File: src/hdl/mar_pkg.sv
package mar_pkg;

   // command codes carried in req_cmd
   localparam logic [1:0] CMD_CHECK       = 2'd0;
   localparam logic [1:0] CMD_LOAD_TIME   = 2'd1;
   localparam logic [1:0] CMD_LOAD_OFFSET = 2'd2;
   localparam logic [1:0] CMD_SET_COUNT   = 2'd3;

   // day lengths
   localparam logic [10:0] DAY_MIN = 11'd1440;
   localparam logic [16:0] DAY_SEC = 17'd86400;

   // stored value limits
   localparam logic [10:0] OFFSET_MAX = 11'd2047;
   localparam logic [3:0]  COUNT_MAX  = 4'd15;

   // rounding bias for the nearest minute
   localparam logic [17:0] HALF_MIN_SEC = 18'd30;

   // floor(x / 60) = (x * DIV60_RECIP) >> DIV60_SHIFT, exact for x below 2**18
   localparam logic [18:0] DIV60_RECIP = 19'd279621;
   localparam int          DIV60_SHIFT = 24;

   typedef enum logic [2:0] {
      ST_IDLE,
      ST_SLOT,
      ST_ALARM,
      ST_REMIND,
      ST_FINISH
   } state_type;

   // controller to datapath
   typedef struct packed {
      logic start;
      logic load;
      logic calc_pmin;
      logic alarm_step;
      logic rem_step;
      logic next_slot;
      logic emit;
   } dp_cmd_type;

   // datapath to controller
   typedef struct packed {
      logic is_check;
      logic slot_on;
      logic last_slot;
      logic alarm_hit;
      logic has_rem;
      logic rem_hit;
      logic rem_last;
      logic found;
      logic out_free;
   } dp_sts_type;

endpackage

File: src/hdl/mar_ctrl.sv
module mar_ctrl (
   input  logic                clock,
   input  logic                reset,
   input  logic                accept,
   input  mar_pkg::dp_sts_type sts,
   output mar_pkg::dp_cmd_type cmd,
   output logic                req_stall
);

   mar_pkg::state_type state_ff;
   mar_pkg::state_type state_in;

   logic slot_done;

   // a slot's reminder scan is finished once a reminder fired or its list ran out
   assign slot_done = sts.rem_hit || sts.rem_last;

   // state register
   always_ff @(posedge clock) begin
      if (reset) begin
         state_ff <= mar_pkg::ST_IDLE;
      end else begin
         state_ff <= state_in;
      end
   end

   // next state
   always_comb begin
      state_in = state_ff;
      case (state_ff)
         mar_pkg::ST_IDLE: begin
            if (accept && sts.is_check) begin
               state_in = mar_pkg::ST_SLOT;
            end
         end
         mar_pkg::ST_SLOT: begin
            if (sts.slot_on) begin
               state_in = mar_pkg::ST_ALARM;
            end else if (sts.last_slot) begin
               state_in = mar_pkg::ST_FINISH;
            end
         end
         mar_pkg::ST_ALARM: begin
            if (!sts.found && !sts.alarm_hit && sts.has_rem) begin
               state_in = mar_pkg::ST_REMIND;
            end else if (sts.last_slot) begin
               state_in = mar_pkg::ST_FINISH;
            end else begin
               state_in = mar_pkg::ST_SLOT;
            end
         end
         mar_pkg::ST_REMIND: begin
            if (slot_done) begin
               state_in = sts.last_slot ? mar_pkg::ST_FINISH : mar_pkg::ST_SLOT;
            end
         end
         mar_pkg::ST_FINISH: begin
            if (sts.out_free) begin
               state_in = mar_pkg::ST_IDLE;
            end
         end
         default: begin
            state_in = mar_pkg::ST_IDLE;
         end
      endcase
   end

   // datapath commands
   always_comb begin
      cmd       = '0;
      req_stall = 1'b1;
      case (state_ff)
         mar_pkg::ST_IDLE: begin
            req_stall = 1'b0;
            cmd.start = accept && sts.is_check;
            cmd.load  = accept && !sts.is_check;
         end
         mar_pkg::ST_SLOT: begin
            cmd.calc_pmin = sts.slot_on;
            cmd.next_slot = !sts.slot_on && !sts.last_slot;
         end
         mar_pkg::ST_ALARM: begin
            cmd.alarm_step = 1'b1;
            cmd.next_slot  = !(!sts.found && !sts.alarm_hit && sts.has_rem) &&
                             !sts.last_slot;
         end
         mar_pkg::ST_REMIND: begin
            cmd.rem_step  = 1'b1;
            cmd.next_slot = slot_done && !sts.last_slot;
         end
         mar_pkg::ST_FINISH: begin
            cmd.emit = sts.out_free;
         end
         default: begin
            cmd = '0;
         end
      endcase
   end

`ifndef SYNTH
   // reminders are only scanned while no match is held
   a_remind_unmatched: assert property (@(posedge clock) disable iff (reset)
      state_ff == mar_pkg::ST_REMIND |-> !sts.found)
      else $error("reminder scan with a match already held");

   // a load transfer gives no result and keeps the block ready
   a_load_stays_idle: assert property (@(posedge clock) disable iff (reset)
      (accept && !sts.is_check) |=> state_ff == mar_pkg::ST_IDLE)
      else $error("load transfer left the idle state");

   // the alarm test always follows the rounding of its slot time
   a_alarm_after_slot: assert property (@(posedge clock) disable iff (reset)
      state_ff == mar_pkg::ST_ALARM |-> $past(state_ff) == mar_pkg::ST_SLOT)
      else $error("alarm test without a rounded slot time");

   // a finished result waits while the output register is taken
   a_finish_holds: assert property (@(posedge clock) disable iff (reset)
      (state_ff == mar_pkg::ST_FINISH && !sts.out_free) |=>
      state_ff == mar_pkg::ST_FINISH)
      else $error("result dropped while output register busy");
`endif

endmodule

File: src/hdl/mar_datapath.sv
module mar_datapath #(
   parameter int SLOTS         = 7,
   parameter int MAX_REMINDERS = 8
) (
   input  logic                clock,
   input  logic                reset,
   input  mar_pkg::dp_cmd_type cmd,
   output mar_pkg::dp_sts_type sts,
   input  logic [1:0]          req_cmd,
   input  logic [10:0]         req_now_minute,
   input  logic [2:0]          req_slot_index,
   input  logic [2:0]          req_entry_index,
   input  logic [16:0]         req_load_value,
   input  logic                csr_wr_en,
   input  logic [6:0]          csr_wr_data,
   input  logic                rsp_stall,
   output logic                rsp_valid,
   output logic                rsp_match_found,
   output logic [2:0]          rsp_match_slot,
   output logic [10:0]         rsp_lead_minutes,
   output logic [16:0]         rsp_match_time,
   output logic                rsp_next_valid,
   output logic [2:0]          rsp_next_slot,
   output logic [10:0]         rsp_wait_minutes
);

   localparam int ENTRIES = SLOTS * MAX_REMINDERS;
   localparam int SW      = (SLOTS > 1) ? $clog2(SLOTS) : 1;
   localparam int AW      = (ENTRIES > 1) ? $clog2(ENTRIES) : 1;
   localparam int JW      = $clog2(MAX_REMINDERS + 1);

   // table storage
   logic [6:0]         mask_ff;
   logic [16:0]        slot_time_ff [SLOTS];
   logic [3:0]         rem_count_ff [SLOTS];
   logic [10:0]        rem_mem      [ENTRIES];
   logic [ENTRIES-1:0] rem_vld_ff;
   logic [10:0]        rd_data_ff;
   logic               rd_vld_ff;

   // scan registers
   logic [10:0]   now_ff,    now_in;
   logic [16:0]   now60_ff,  now60_in;
   logic [SW-1:0] s_ff,      s_in;
   logic [JW-1:0] j_ff,      j_in;
   logic [11:0]   pmin_ff,   pmin_in;
   logic          found_ff,  found_in;
   logic [SW-1:0] mslot_ff,  mslot_in;
   logic [10:0]   mbefore_ff, mbefore_in;
   logic [16:0]   mtime_ff,  mtime_in;
   logic [16:0]   best_ff,   best_in;
   logic [SW-1:0] nslot_ff,  nslot_in;
   logic          nvalid_ff, nvalid_in;

   // output register
   logic        rsp_valid_ff, rsp_valid_in;
   logic        rsp_found_ff;
   logic [2:0]  rsp_mslot_ff;
   logic [10:0] rsp_mbefore_ff;
   logic [16:0] rsp_mtime_ff;
   logic        rsp_nvalid_ff;
   logic [2:0]  rsp_nslot_ff;
   logic [10:0] rsp_muntil_ff;

   // load decode
   logic [4:0]    ld_slot5;
   logic [SW-1:0] ld_slot;
   logic          ld_slot_ok;
   logic          ld_entry_ok;
   logic [8:0]    wr_addr9;
   logic [AW-1:0] wr_addr;
   logic          wr_time_en;
   logic          wr_off_en;
   logic          wr_cnt_en;
   logic [10:0]   wr_off_val;
   logic [3:0]    wr_cnt_val;

   assign ld_slot5    = {2'b00, req_slot_index};
   assign ld_slot     = ld_slot5[SW-1:0];
   assign ld_slot_ok  = ld_slot5 < 5'(SLOTS);
   assign ld_entry_ok = {2'b00, req_entry_index} < 5'(MAX_REMINDERS);
   assign wr_addr9    = 9'(ld_slot5) * 9'(MAX_REMINDERS) + 9'(req_entry_index);
   assign wr_addr     = wr_addr9[AW-1:0];
   assign wr_off_val  = (req_load_value > 17'(mar_pkg::OFFSET_MAX)) ?
                        mar_pkg::OFFSET_MAX : req_load_value[10:0];
   assign wr_cnt_val  = (req_load_value > 17'(mar_pkg::COUNT_MAX)) ?
                        mar_pkg::COUNT_MAX : req_load_value[3:0];

   always_comb begin
      wr_time_en = 1'b0;
      wr_off_en  = 1'b0;
      wr_cnt_en  = 1'b0;
      case (req_cmd)
         mar_pkg::CMD_LOAD_TIME:   wr_time_en = cmd.load && ld_slot_ok;
         mar_pkg::CMD_LOAD_OFFSET: wr_off_en  = cmd.load && ld_slot_ok && ld_entry_ok;
         mar_pkg::CMD_SET_COUNT:   wr_cnt_en  = cmd.load && ld_slot_ok;
         default: begin
            wr_time_en = 1'b0;
         end
      endcase
   end

   // enable register
   always_ff @(posedge clock) begin
      if (reset) begin
         mask_ff <= '0;
      end else if (csr_wr_en) begin
         mask_ff <= csr_wr_data;
      end
   end

   // slot times and reminder counts
   always_ff @(posedge clock) begin
      if (reset) begin
         for (int i = 0; i < SLOTS; i++) begin
            slot_time_ff[i] <= '0;
            rem_count_ff[i] <= '0;
         end
      end else begin
         if (wr_time_en) begin
            slot_time_ff[ld_slot] <= req_load_value;
         end
         if (wr_cnt_en) begin
            rem_count_ff[ld_slot] <= wr_cnt_val;
         end
      end
   end

   // reminder entries; an entry never written reads as zero
   always_ff @(posedge clock) begin
      if (reset) begin
         rem_vld_ff <= '0;
      end else if (wr_off_en) begin
         rem_vld_ff[wr_addr] <= 1'b1;
      end
   end

   always_ff @(posedge clock) begin
      if (wr_off_en) begin
         rem_mem[wr_addr] <= wr_off_val;
      end
   end

   // current slot view
   logic [16:0]   cur_time;
   logic [3:0]    cur_cnt;
   logic [4:0]    cnt5;
   logic [JW-1:0] cnt_eff;
   logic [4:0]    s5;
   logic          slot_on;

   assign cur_time = slot_time_ff[s_ff];
   assign cur_cnt  = rem_count_ff[s_ff];
   assign cnt5     = {1'b0, cur_cnt};
   assign cnt_eff  = (cnt5 > 5'(MAX_REMINDERS)) ? JW'(MAX_REMINDERS) : cnt5[JW-1:0];
   assign s5       = 5'(s_ff);
   assign slot_on  = (s5 < 5'd7) && mask_ff[s5[2:0]];

   // reminder read: first entry during the alarm test, then one ahead
   logic [JW-1:0] rd_j;
   logic [8:0]    rd_addr9;
   logic [AW-1:0] rd_addr;

   assign rd_j     = cmd.rem_step ? j_ff + JW'(1) : '0;
   assign rd_addr9 = 9'(s_ff) * 9'(MAX_REMINDERS) + 9'(rd_j);
   assign rd_addr  = rd_addr9[AW-1:0];

   always_ff @(posedge clock) begin
      if (rd_addr9 < 9'(ENTRIES)) begin
         rd_data_ff <= rem_mem[rd_addr];
         rd_vld_ff  <= rem_vld_ff[rd_addr];
      end
   end

   // shared divide by 60: rounded slot minute, then minutes until next slot
   logic [17:0] div_x;
   logic [36:0] div_prod;
   logic [11:0] div_q;

   assign div_x    = cmd.emit ? {1'b0, best_ff} : {1'b0, cur_time} + mar_pkg::HALF_MIN_SEC;
   assign div_prod = 37'(div_x) * 37'(mar_pkg::DIV60_RECIP);
   assign div_q    = div_prod[mar_pkg::DIV60_SHIFT +: 12];

   // wrapped seconds until the slot
   logic signed [19:0] d_raw;
   logic signed [19:0] d_wrap;
   logic [17:0]        ahead_sec;

   assign d_raw     = $signed({3'b000, cur_time}) - $signed({3'b000, now60_ff});
   assign d_wrap    = (d_raw < 0) ? d_raw + $signed({3'b000, mar_pkg::DAY_SEC}) : d_raw;
   assign ahead_sec = (d_wrap < 0) ? 18'd0 : d_wrap[17:0];

   // reminder minute with one day of wrap
   logic [10:0]        off;
   logic signed [13:0] r_raw;
   logic signed [13:0] r_wrap;
   logic               alarm_hit;
   logic               rem_hit;

   assign off       = rd_vld_ff ? rd_data_ff : 11'd0;
   assign r_raw     = $signed({2'b00, pmin_ff}) - $signed({3'b000, off});
   assign r_wrap    = (r_raw < 0) ? r_raw + $signed({3'b000, mar_pkg::DAY_MIN}) : r_raw;
   assign rem_hit   = r_wrap == $signed({3'b000, now_ff});
   assign alarm_hit = pmin_ff == {1'b0, now_ff};

   // scan next values
   always_comb begin
      now_in     = now_ff;
      now60_in   = now60_ff;
      s_in       = s_ff;
      j_in       = j_ff;
      pmin_in    = pmin_ff;
      found_in   = found_ff;
      mslot_in   = mslot_ff;
      mbefore_in = mbefore_ff;
      mtime_in   = mtime_ff;
      best_in    = best_ff;
      nslot_in   = nslot_ff;
      nvalid_in  = nvalid_ff;
      if (cmd.start) begin
         now_in     = req_now_minute;
         now60_in   = {req_now_minute, 6'b000000} - {4'b0000, req_now_minute, 2'b00};
         s_in       = '0;
         found_in   = 1'b0;
         mslot_in   = '0;
         mbefore_in = '0;
         mtime_in   = '0;
         best_in    = mar_pkg::DAY_SEC;
         nslot_in   = '0;
         nvalid_in  = 1'b0;
      end
      if (cmd.calc_pmin) begin
         pmin_in = div_q;
      end
      // nearest slot ahead, then the alarm itself
      if (cmd.alarm_step) begin
         j_in = '0;
         if (ahead_sec < {1'b0, best_ff}) begin
            best_in   = ahead_sec[16:0];
            nslot_in  = s_ff;
            nvalid_in = 1'b1;
         end
         if (!found_ff && alarm_hit) begin
            found_in   = 1'b1;
            mslot_in   = s_ff;
            mbefore_in = '0;
            mtime_in   = cur_time;
         end
      end
      // one reminder entry
      if (cmd.rem_step) begin
         j_in = j_ff + JW'(1);
         if (rem_hit) begin
            found_in   = 1'b1;
            mslot_in   = s_ff;
            mbefore_in = off;
            mtime_in   = cur_time;
         end
      end
      if (cmd.next_slot) begin
         s_in = s_ff + SW'(1);
      end
   end

   always_ff @(posedge clock) begin
      now_ff     <= now_in;
      now60_ff   <= now60_in;
      s_ff       <= s_in;
      j_ff       <= j_in;
      pmin_ff    <= pmin_in;
      found_ff   <= found_in;
      mslot_ff   <= mslot_in;
      mbefore_ff <= mbefore_in;
      mtime_ff   <= mtime_in;
      best_ff    <= best_in;
      nslot_ff   <= nslot_in;
      nvalid_ff  <= nvalid_in;
   end

   // output register: load on emit, drop after the transfer
   logic [4:0] mslot5;
   logic [4:0] nslot5;

   assign mslot5 = 5'(mslot_ff);
   assign nslot5 = 5'(nslot_ff);

   always_comb begin
      rsp_valid_in = rsp_valid_ff;
      if (cmd.emit) begin
         rsp_valid_in = 1'b1;
      end else if (!rsp_stall) begin
         rsp_valid_in = 1'b0;
      end
   end

   always_ff @(posedge clock) begin
      if (reset) begin
         rsp_valid_ff <= 1'b0;
      end else begin
         rsp_valid_ff <= rsp_valid_in;
      end
   end

   always_ff @(posedge clock) begin
      if (cmd.emit) begin
         rsp_found_ff   <= found_ff;
         rsp_mslot_ff   <= mslot5[2:0];
         rsp_mbefore_ff <= mbefore_ff;
         rsp_mtime_ff   <= mtime_ff;
         rsp_nvalid_ff  <= nvalid_ff;
         rsp_nslot_ff   <= nslot5[2:0];
         rsp_muntil_ff  <= nvalid_ff ? div_q[10:0] : mar_pkg::DAY_MIN;
      end
   end

   assign rsp_valid        = rsp_valid_ff;
   assign rsp_match_found  = rsp_found_ff;
   assign rsp_match_slot   = rsp_mslot_ff;
   assign rsp_lead_minutes = rsp_mbefore_ff;
   assign rsp_match_time   = rsp_mtime_ff;
   assign rsp_next_valid   = rsp_nvalid_ff;
   assign rsp_next_slot    = rsp_nslot_ff;
   assign rsp_wait_minutes = rsp_muntil_ff;

   // status to the controller
   assign sts.is_check  = req_cmd == mar_pkg::CMD_CHECK;
   assign sts.slot_on   = slot_on;
   assign sts.last_slot = s_ff == SW'(SLOTS - 1);
   assign sts.alarm_hit = alarm_hit;
   assign sts.has_rem   = cnt_eff != '0;
   assign sts.rem_hit   = rem_hit;
   assign sts.rem_last  = (j_ff + JW'(1)) == cnt_eff;
   assign sts.found     = found_ff;
   assign sts.out_free  = !rsp_valid_ff || !rsp_stall;

endmodule

File: src/hdl/multi_alarm_reminder_matcher_top.sv
// Daily alarm table with reminders.
// Input channel (req_*): one transfer per command. Load commands write a slot
// time, a reminder offset or a reminder count in the cycle they are taken and
// give no result. A check command gives one result on the rsp_* channel.
// The csr_* port writes the slot enable mask; write it only while idle.
// A check walks the slots in order: a disabled slot passes through the SLOT
// state only, an enabled one through SLOT, ALARM and then REMIND for each
// reminder entry scanned (the reminder memory has one registered read port);
// the FINISH state then loads the output register. The next command can be
// taken in the cycle rsp_valid rises, so a check can follow once the last
// one has returned to idle. Loads can follow each other back to back.
// req_stall stays high while a check is in progress.
// A finished result sits in the output register while rsp_stall is high; the
// next command is taken meanwhile, and a following check waits at its end
// until the register is free.
// Reset clears the enable mask, slot times, reminder counts and the reminder
// valid bits at once; no clearing pass is needed.
module multi_alarm_reminder_matcher_top #(
   parameter int SLOTS         = 7,
   parameter int MAX_REMINDERS = 8
) (
   input  logic        clock,
   input  logic        reset,
   input  logic        req_valid,
   output logic        req_stall,
   input  logic [1:0]  req_cmd,
   input  logic [10:0] req_now_minute,
   input  logic [2:0]  req_slot_index,
   input  logic [2:0]  req_entry_index,
   input  logic [16:0] req_load_value,
   input  logic        csr_wr_en,
   input  logic [6:0]  csr_wr_data,
   output logic        rsp_valid,
   input  logic        rsp_stall,
   output logic        rsp_match_found,
   output logic [2:0]  rsp_match_slot,
   output logic [10:0] rsp_lead_minutes,
   output logic [16:0] rsp_match_time,
   output logic        rsp_next_valid,
   output logic [2:0]  rsp_next_slot,
   output logic [10:0] rsp_wait_minutes
);

   mar_pkg::dp_cmd_type cmd;
   mar_pkg::dp_sts_type sts;
   logic                accept;

   // input transfer
   assign accept = req_valid && !req_stall;

   mar_ctrl u_ctrl (
      .clock     (clock),
      .reset     (reset),
      .accept    (accept),
      .sts       (sts),
      .cmd       (cmd),
      .req_stall (req_stall)
   );

   mar_datapath #(
      .SLOTS         (SLOTS),
      .MAX_REMINDERS (MAX_REMINDERS)
   ) u_datapath (
      .clock            (clock),
      .reset            (reset),
      .cmd              (cmd),
      .sts              (sts),
      .req_cmd          (req_cmd),
      .req_now_minute   (req_now_minute),
      .req_slot_index   (req_slot_index),
      .req_entry_index  (req_entry_index),
      .req_load_value   (req_load_value),
      .csr_wr_en        (csr_wr_en),
      .csr_wr_data      (csr_wr_data),
      .rsp_stall        (rsp_stall),
      .rsp_valid        (rsp_valid),
      .rsp_match_found  (rsp_match_found),
      .rsp_match_slot   (rsp_match_slot),
      .rsp_lead_minutes (rsp_lead_minutes),
      .rsp_match_time   (rsp_match_time),
      .rsp_next_valid   (rsp_next_valid),
      .rsp_next_slot    (rsp_next_slot),
      .rsp_wait_minutes (rsp_wait_minutes)
   );

endmodule
File: config.mk
export PLATFORM = sky130hd
export DESIGN_NAME = multi_alarm_reminder_matcher_top
export DESIGN_NICKNAME = d
export VERILOG_FILES = /design/src/hdl/mar_pkg.sv /design/src/hdl/mar_ctrl.sv /design/src/hdl/mar_datapath.sv /design/src/hdl/multi_alarm_reminder_matcher_top.sv
export SDC_FILE = /design/constraint.sdc
export NUM_CORES = 2
export LEC_CHECK = 0
export BUFFER_PORTS_ARGS = -buffer_cell sky130_fd_sc_hd__buf_2
export CAP_MARGIN = 20
export CORE_MARGIN = 8
export CORE_UTILIZATION = 40
export DETAILED_ROUTE_END_ITERATION = 8
export PLACE_DENSITY = 0.52
export SYNTH_ARGS = -nofsm -noshare
export SYNTH_HDL_FRONTEND = slang
export SYNTH_SLANG_ARGS = --single-unit
export TNS_END_PERCENT = 100
File: constraint.sdc
create_clock -name clock -period 12.45 [get_ports clock]
set_clock_uncertainty 0.05 [all_clocks]
set_input_delay 1.245 -clock clock [delete_from_list [all_inputs] [get_ports clock]]
set_output_delay 1.245 -clock clock [all_outputs]
set_load 0.05 [all_outputs]
==> Word-level counts from Yosys, hierarchy flattened <==
Memories as Yosys holds them, arrays and structs flattened. A register that Yosys moved wholly into a read port is not among the register bits.
Cells that the tools add are included.
{ "totals": {"reg_bits": 215, "ram_bits": 763, "out_inout_bits": 49, "elab_cells": 185, "memories": 3} }
{ "memory_table": {"columns": ["memory", "depth", "width", "read_ports", "rd_ports_with_merged_regs", "wr", "line", "text"], "rows": [
  ["u_datapath.rem_mem", 56, 11, 1, 1, 1, "mar_datapath.sv:36", "logic [10:0] rem_mem [ENTRIES];"],
  ["u_datapath.slot_time_ff", 7, 17, 1, 1, 7, "mar_datapath.sv:34", "logic [16:0] slot_time_ff [SLOTS];"],
  ["u_datapath.rem_count_ff", 7, 4, 1, 1, 7, "mar_datapath.sv:35", "logic [3:0] rem_count_ff [SLOTS];"]
]} }
{ "op_classes": {"add_sub_neg": 10, "multipliers": 1, "order_cmp": 14, "n_eq_ne": 16, "mux": 86, "bitwise": 1, "reduce_logical": 30} }
{ "ops": {"columns": ["operator", "n"], "rows": [
  ["two-way mux 17 bit", 9],
  ["two-way mux 11 bit", 7],
  ["two-way mux 3 bit", 21],
  ["OR 56 bit", 1],
  ["multiplier 18 x 19 -> 36 bit, second input constant", 1],
  ["two-way mux 18 bit", 2],
  ["two-way mux 1 bit", 33],
  ["two-way mux 4 bit", 6],
  ["less-than comparator 20 x 1 -> 1 bit, second input constant", 1],
  ["two-way mux 20 bit", 1],
  ["adder 18 x 18 -> 19 bit, second input constant", 1],
  ["adder 17 x 5 -> 18 bit, second input constant", 1],
  ["less-than comparator 18 x 1 -> 1 bit, second input constant", 1],
  ["less-than comparator 18 x 17 -> 1 bit", 1],
  ["subtractor 17 x 17 -> 18 bit", 1],
  ["greater-than comparator 17 x 11 -> 1 bit, second input constant", 1],
  ["greater-than comparator 17 x 4 -> 1 bit, second input constant", 1],
  ["OR reduction 17 bit", 1],
  ["subtractor 17 x 13 -> 17 bit", 1],
  ["case mux 3 bit (5 select lines)", 1],
  ["adder 13 x 12 -> 14 bit, second input constant", 1],
  ["== test 14 x 12 -> 1 bit", 1],
  ["less-than comparator 6 x 7 -> 1 bit, second input constant", 2],
  ["two-way mux 14 bit", 1],
  ["other kinds (34)", 61]
]} }

==> Depth between registers and ports, before layout <==
{ "depth": {"depth_word": 11, "depth_mapped": 33, "mapped_depth_nobuf": 31} }

==> By module <==
From an unflattened synthesis, not the netlist that was laid out.
{ "hier_totals": {"cells_unflattened": 3469, "hier_area_um2": 47066.4} }
{ "modules_own_cells": {"columns": ["module", "n_inst", "cells_per_inst", "area_per_inst_um2"], "rows": [
  ["mar_datapath", 1, 3432, 46758.6],
  ["mar_ctrl", 1, 36, 294.0],
  ["multi_alarm_reminder_matcher_top", 1, 1, 13.8]
]} }

==> Worst setup path after synthesis <==
Ideal clock, no wire load.
{ "synth_path": {"path_kind": "in2reg", "start": "in rsp_stall", "end": "reg u_datapath.rsp_muntil_ff[10], in the netlist u_datapath.rsp_wait_minutes[10] (data pin)", "setup_ns": 0.254, "arrival_ns": 8.059, "setup_slack_ns": 4.088, "path_stages": 24, "path_buffers": 1, "cell_sequence": "nand2_1 > nand2_1 > inv_1 > clkbuf_1 > nor2_1 > a21oi_1 > inv_1 > fa_1 > fa_1 > inv_1 > fa_1 > inv_1 > fa_1 > inv_1 > ha_1 > and4_1 > and3_1 > a41o_1 > a32o_1 > o311a_1 > o21ai_1 > o21ai_0 > or3_1 > a21o_1"} }
{ "synth_rtl": {"columns": ["item", "line", "text"], "rows": [
  ["start, declared", "multi_alarm_reminder_matcher_top.sv:34", "input logic rsp_stall,"],
  ["end signal, assigned", "mar_datapath.sv:312", "rsp_muntil_ff <= nvalid_ff ? div_q[10:0] : mar_pkg::DAY_MIN;"],
  ["end, declared", "mar_datapath.sv:63", "logic [10:0] rsp_muntil_ff;"]
]} }

==> key figures <==
Final layout
  – Area growth syn-to-layout: 13.6%
  – Fillers: about 11000
  – Area of the multi-input gates: 16300 um2
  – Seq. cell area: roughly 29000 um2
  – # diodes: 0
  – Layout Nets: approximately 4200
  – Share of cells above drive strength 1: about an eighth

Pwr
  – Pleak: 19.9 nW
  – VDD IR max: approximately 0.32 mV
  – Pwr/cell area: between 200 and 300 nW/um2

Logic synthesis
  – Mux cell area share after synthesis: about 5.0%
  – Largest family of logic cells by synthesized area: simple AND/OR/NAND/NOR gates
  – Post-synthesis simple-gate area fraction: a little under an eighth
  – Avg Cell Area, Syn: 12.2 um2
  – Synth Area in Compound Gates: around 9.9%
  – Top cell type's share of synthesized area: between 50% and 60%
  – Post-Syn Area: roughly 47000 um2
  – Xor/xnor share of the synthesized area: under 10%
  – Post-synth EDFFs: 866
  – Synth async-reset ratio: 0%
  – Library cells used by synthesis: just under 90
  – #FFs+latches synth: between 1000 and 1500
  – Cell taking the most area after synthesis: edfxtp_1
  – Yosys warnings: 0
  – Count leader, synth: edfxtp_1
  – Adder-Cell Fraction of Synth Area: 6.23%
  – Seq/Total Area, Yosys: 61.9%
  – Most frequent cells after synthesis: edfxtp_1 (866), nand2_1 (504), nor2_1 (333)
  – Post-synthesis cell count: roughly 3800
  – Most used flip-flop cell after synthesis: edfxtp_1
  – Largest cells by area after synthesis: edfxtp_1 (56%), dfxtp_1 (6.2%), ha_1 (4.5%), nand2_1 (4.1%), nor2_1 (2.7%)

Critical path
  – CP Capture Type: register
  – Worst R2R Path Depth: 32
  – CP max stage cell: dfxtp_2
  – Worst path required time: 12.81 ns
  – Cell mode on critical path: and3_1
  – Critical path type: reg -> reg
  – R2r setup slk: ~2.9 ns
  – Critical Path AT: ~10 ns
  – Max FO, Critical Path: 26
  – Startpoint types: register
  – FF-to-FF End: u_datapath.rsp_wait_minutes[10]$_SDFFCE_PN1P_
  – Worst path max stage delay: ~1 ns

GRT
  – GRT met2 Usage: 33.0%
  – Global Route met3 Usage: roughly 2.4%
  – Total grt overflow: 0
  – GRT Util Overall: 20.0%
  – Top Usage Layer GRT: met2
  – Initial antenna violation count: 2
  – Largest net degree at the start of global routing: around 120
  – Vias in the first global route: 29500
  – Met1 usage: about 28%
  – First-pass GRT wire length: 194000 um

Min path
  – Hold Crit Depth: 0
  – Worst Hold End: u_datapath.rsp_match_slot[1]$_DFFE_PP_
  – Worst Hold Class: reg -> reg
  – Hold_sp: u_datapath.mslot_ff[1]$_DFF_P_

Clock tree
  – CTS Sinks: a little over 1000
  – CTS tree: built
  – CTS Hold Buffers Added: 0
  – Postcts setup bufs: 0
  – CTS clk-pin slew, worst paths: approximately 0.06 ns
  – Worst-Skew Late Latency: 0.71 ns
  – H-tree Lvls: 3
  – CTS max path bufs: 3
  – CTS Root Cell: clkbuf_16
  – Resize count post-CTS: 0
  – Cts bufs inserted: around 110

Floorplanning
  – Die area: ~130000 um2
  – Row Count: around 130
  – Die Y: roughly 360 um
  – Die width: roughly 360 um
  – Initial Utilization: just over 40%
  – Core region area: 116000 um2
  – Boundary Pins: 97

Placed design
  – HPWL after DPL: a little over 80000 um
  – Pre-CTS setup slack: slightly below 3 ns
  – Routability congestion estimate: a little under 0.9
  – I/O Buffers: 96

Drt
  – Drt initial violations: 2550
  – Drt wl/cell: 23.4 um
  – Drt pass-1 iters: 5
  – DRT Wirelength: 130000 um
  – Post-route DRC: 0
  – Vias per cell: between 5 and 6
  – Vias: between 30000 and 40000
  – Final ANT Viol Nets: 0

Timing
  – Final worst slack: roughly 2.9 ns
  – Worst-Margin Slew: approximately 1.2 ns
  – Final worst-path cycle share: between 70% and 80%
  – Fmax: roughly 0.10 GHz
  – RSZ-0062 raised after global routing: false
  – Hold Slack: approximately 0.36 ns
  – Final Max Tran Viols: 0
  – Fin crit period: ~9.6 ns
  – Endpoints failing setup: 0
  – Final Hold Vio Count: 0
  – Setup tns final: 0 ns
  – Relative slew slack: between 20% and 30%

Run
  – MaxCap Viol Count: 0

Outcome
  – Status: finished clean
## power by group
part	switching [mW]	internal (mW)	total, mW
Sequential	0.111	3.89	4.00
Clock	1.37	1.90	3.27
Combinational	4.68	3.24	7.92
Total	6.15	9.04	15.2
## cell families (layout without fill, tap and decap cells)
family | after synthesis | count (layout)
adders and majority gates | 208 | 208
xor gates and xnor gates | 87 | 87
AOI/OAI and AO/OA | 662 | 662
other | 1 | 21
DFF | 1010 | 1010
and+or+nand+nor | 1230 | 1230
muxes | 176 | 176
buffers and inverters | 442 | 642
## flip-flops by register name, indices dropped and copies added (netlist names), 4 cells and up, named ones only
signal,count
u_datapath.rem_mem,616
u_datapath.slot_time_ff,136
u_datapath.rem_vld_ff,56
u_datapath.rem_count_ff,32
u_datapath.best_ff,17
u_datapath.mtime_ff,17
u_datapath.rsp_match_time,17
u_datapath.now60_ff,14
u_datapath.pmin_ff,12
u_datapath.mbefore_ff,11
u_datapath.now_ff,11
u_datapath.rd_data_ff,11
u_datapath.rsp_lead_minutes,11
u_datapath.rsp_wait_minutes,11
u_datapath.mask_ff,7
u_datapath.j_ff,4
## cell usage in the layout (no fill, tap or decap), drive strengths merged, types with 12 or more instances in the layout
master and n:
a21oi 119, mux2i 112, a211oi 115, inv 226
fa 41, xor2 39, clkbuf 149, xnor2 46
o21bai 18, ha 167, dfxtp 144, nor4 15
nor2b 59, edfxtp 866, a21o 34, o22ai 42
nand2b 21, and2 17, or2 25, o21ai 83
nor2 334, nand2 504, o221ai 12, a311oi 85
buf 213, mux4 43, a31oi 58, nor3 35
mux2 21, conb 21, nand3 151, clkinv 41
o21ba 14
## final cells by class
cell class	count	share of cell area [%]
clock inverters	54	1.25
repair buffers	213	2.68
inverters	226	1.61
multi-input cells	2384	30.7
flip-flops and latches	1010	54.5
well taps	1524	3.59
clock buffers	149	5.67
## metrics by stage
stage / power [mW] / area, um2 / utilization (%) / std cells
6_report: 15.2 / 53000 / 45.7 / 5560
5_1_grt: 16.6 / 53000 / 45.7 / 5560
4_1_cts: 15.4 / 53000 / 45.6 / 5550
3_5_place_dp: 12.0 / 49300 / 42.5 / 5347
3_3_place_gp: 12.0 / 49100 / 42.4 / 5334
2_1_floorplan: 9.82 / 46800 / - / 3836
## routing by layer
layer / wire (um) / vias to the layer above
met5: 0 / -
met2: 61200 / 742
met4: 3240 / 0
met3: 6420 / 163
li1: - / 14200
met1: 59200 / 14900
## critical path, delay by kind of cell, from the launching register on
| family | cells | cell delay [ns] |
|---|---|---|
| muxes | 2 | 1.09 |
| adders and majority gates | 8 | 2.75 |
| and+or+nand+nor | 8 | 1.64 |
| xor gates and xnor gates | 2 | 0.16 |
| buffers and inverters | 4 | 0.63 |
| AOI/OAI and AO/OA | 8 | 2.01 |
| DFF | 1 | 0.98 |
## worst max-delay path by stage
stage,from,to,slack [ns],cells past startpoint
finish,register,u_datapath.rsp_wait_minutes[10]$_SDFFCE_PN1P_,2.86,32
floorplan,rsp_stall,u_datapath.rsp_wait_minutes[10]$_SDFFCE_PN1P_,4.09,24
global route,register,u_datapath.rsp_wait_minutes[10]$_SDFFCE_PN1P_,2.26,30
global placement,register,u_datapath.rsp_wait_minutes[10]$_SDFFCE_PN1P_,2.99,32
detailed placement,register,u_datapath.rsp_wait_minutes[10]$_SDFFCE_PN1P_,2.90,32
CTS,register,u_datapath.rsp_wait_minutes[10]$_SDFFCE_PN1P_,2.80,32
(Power assumes the default switching activity.)
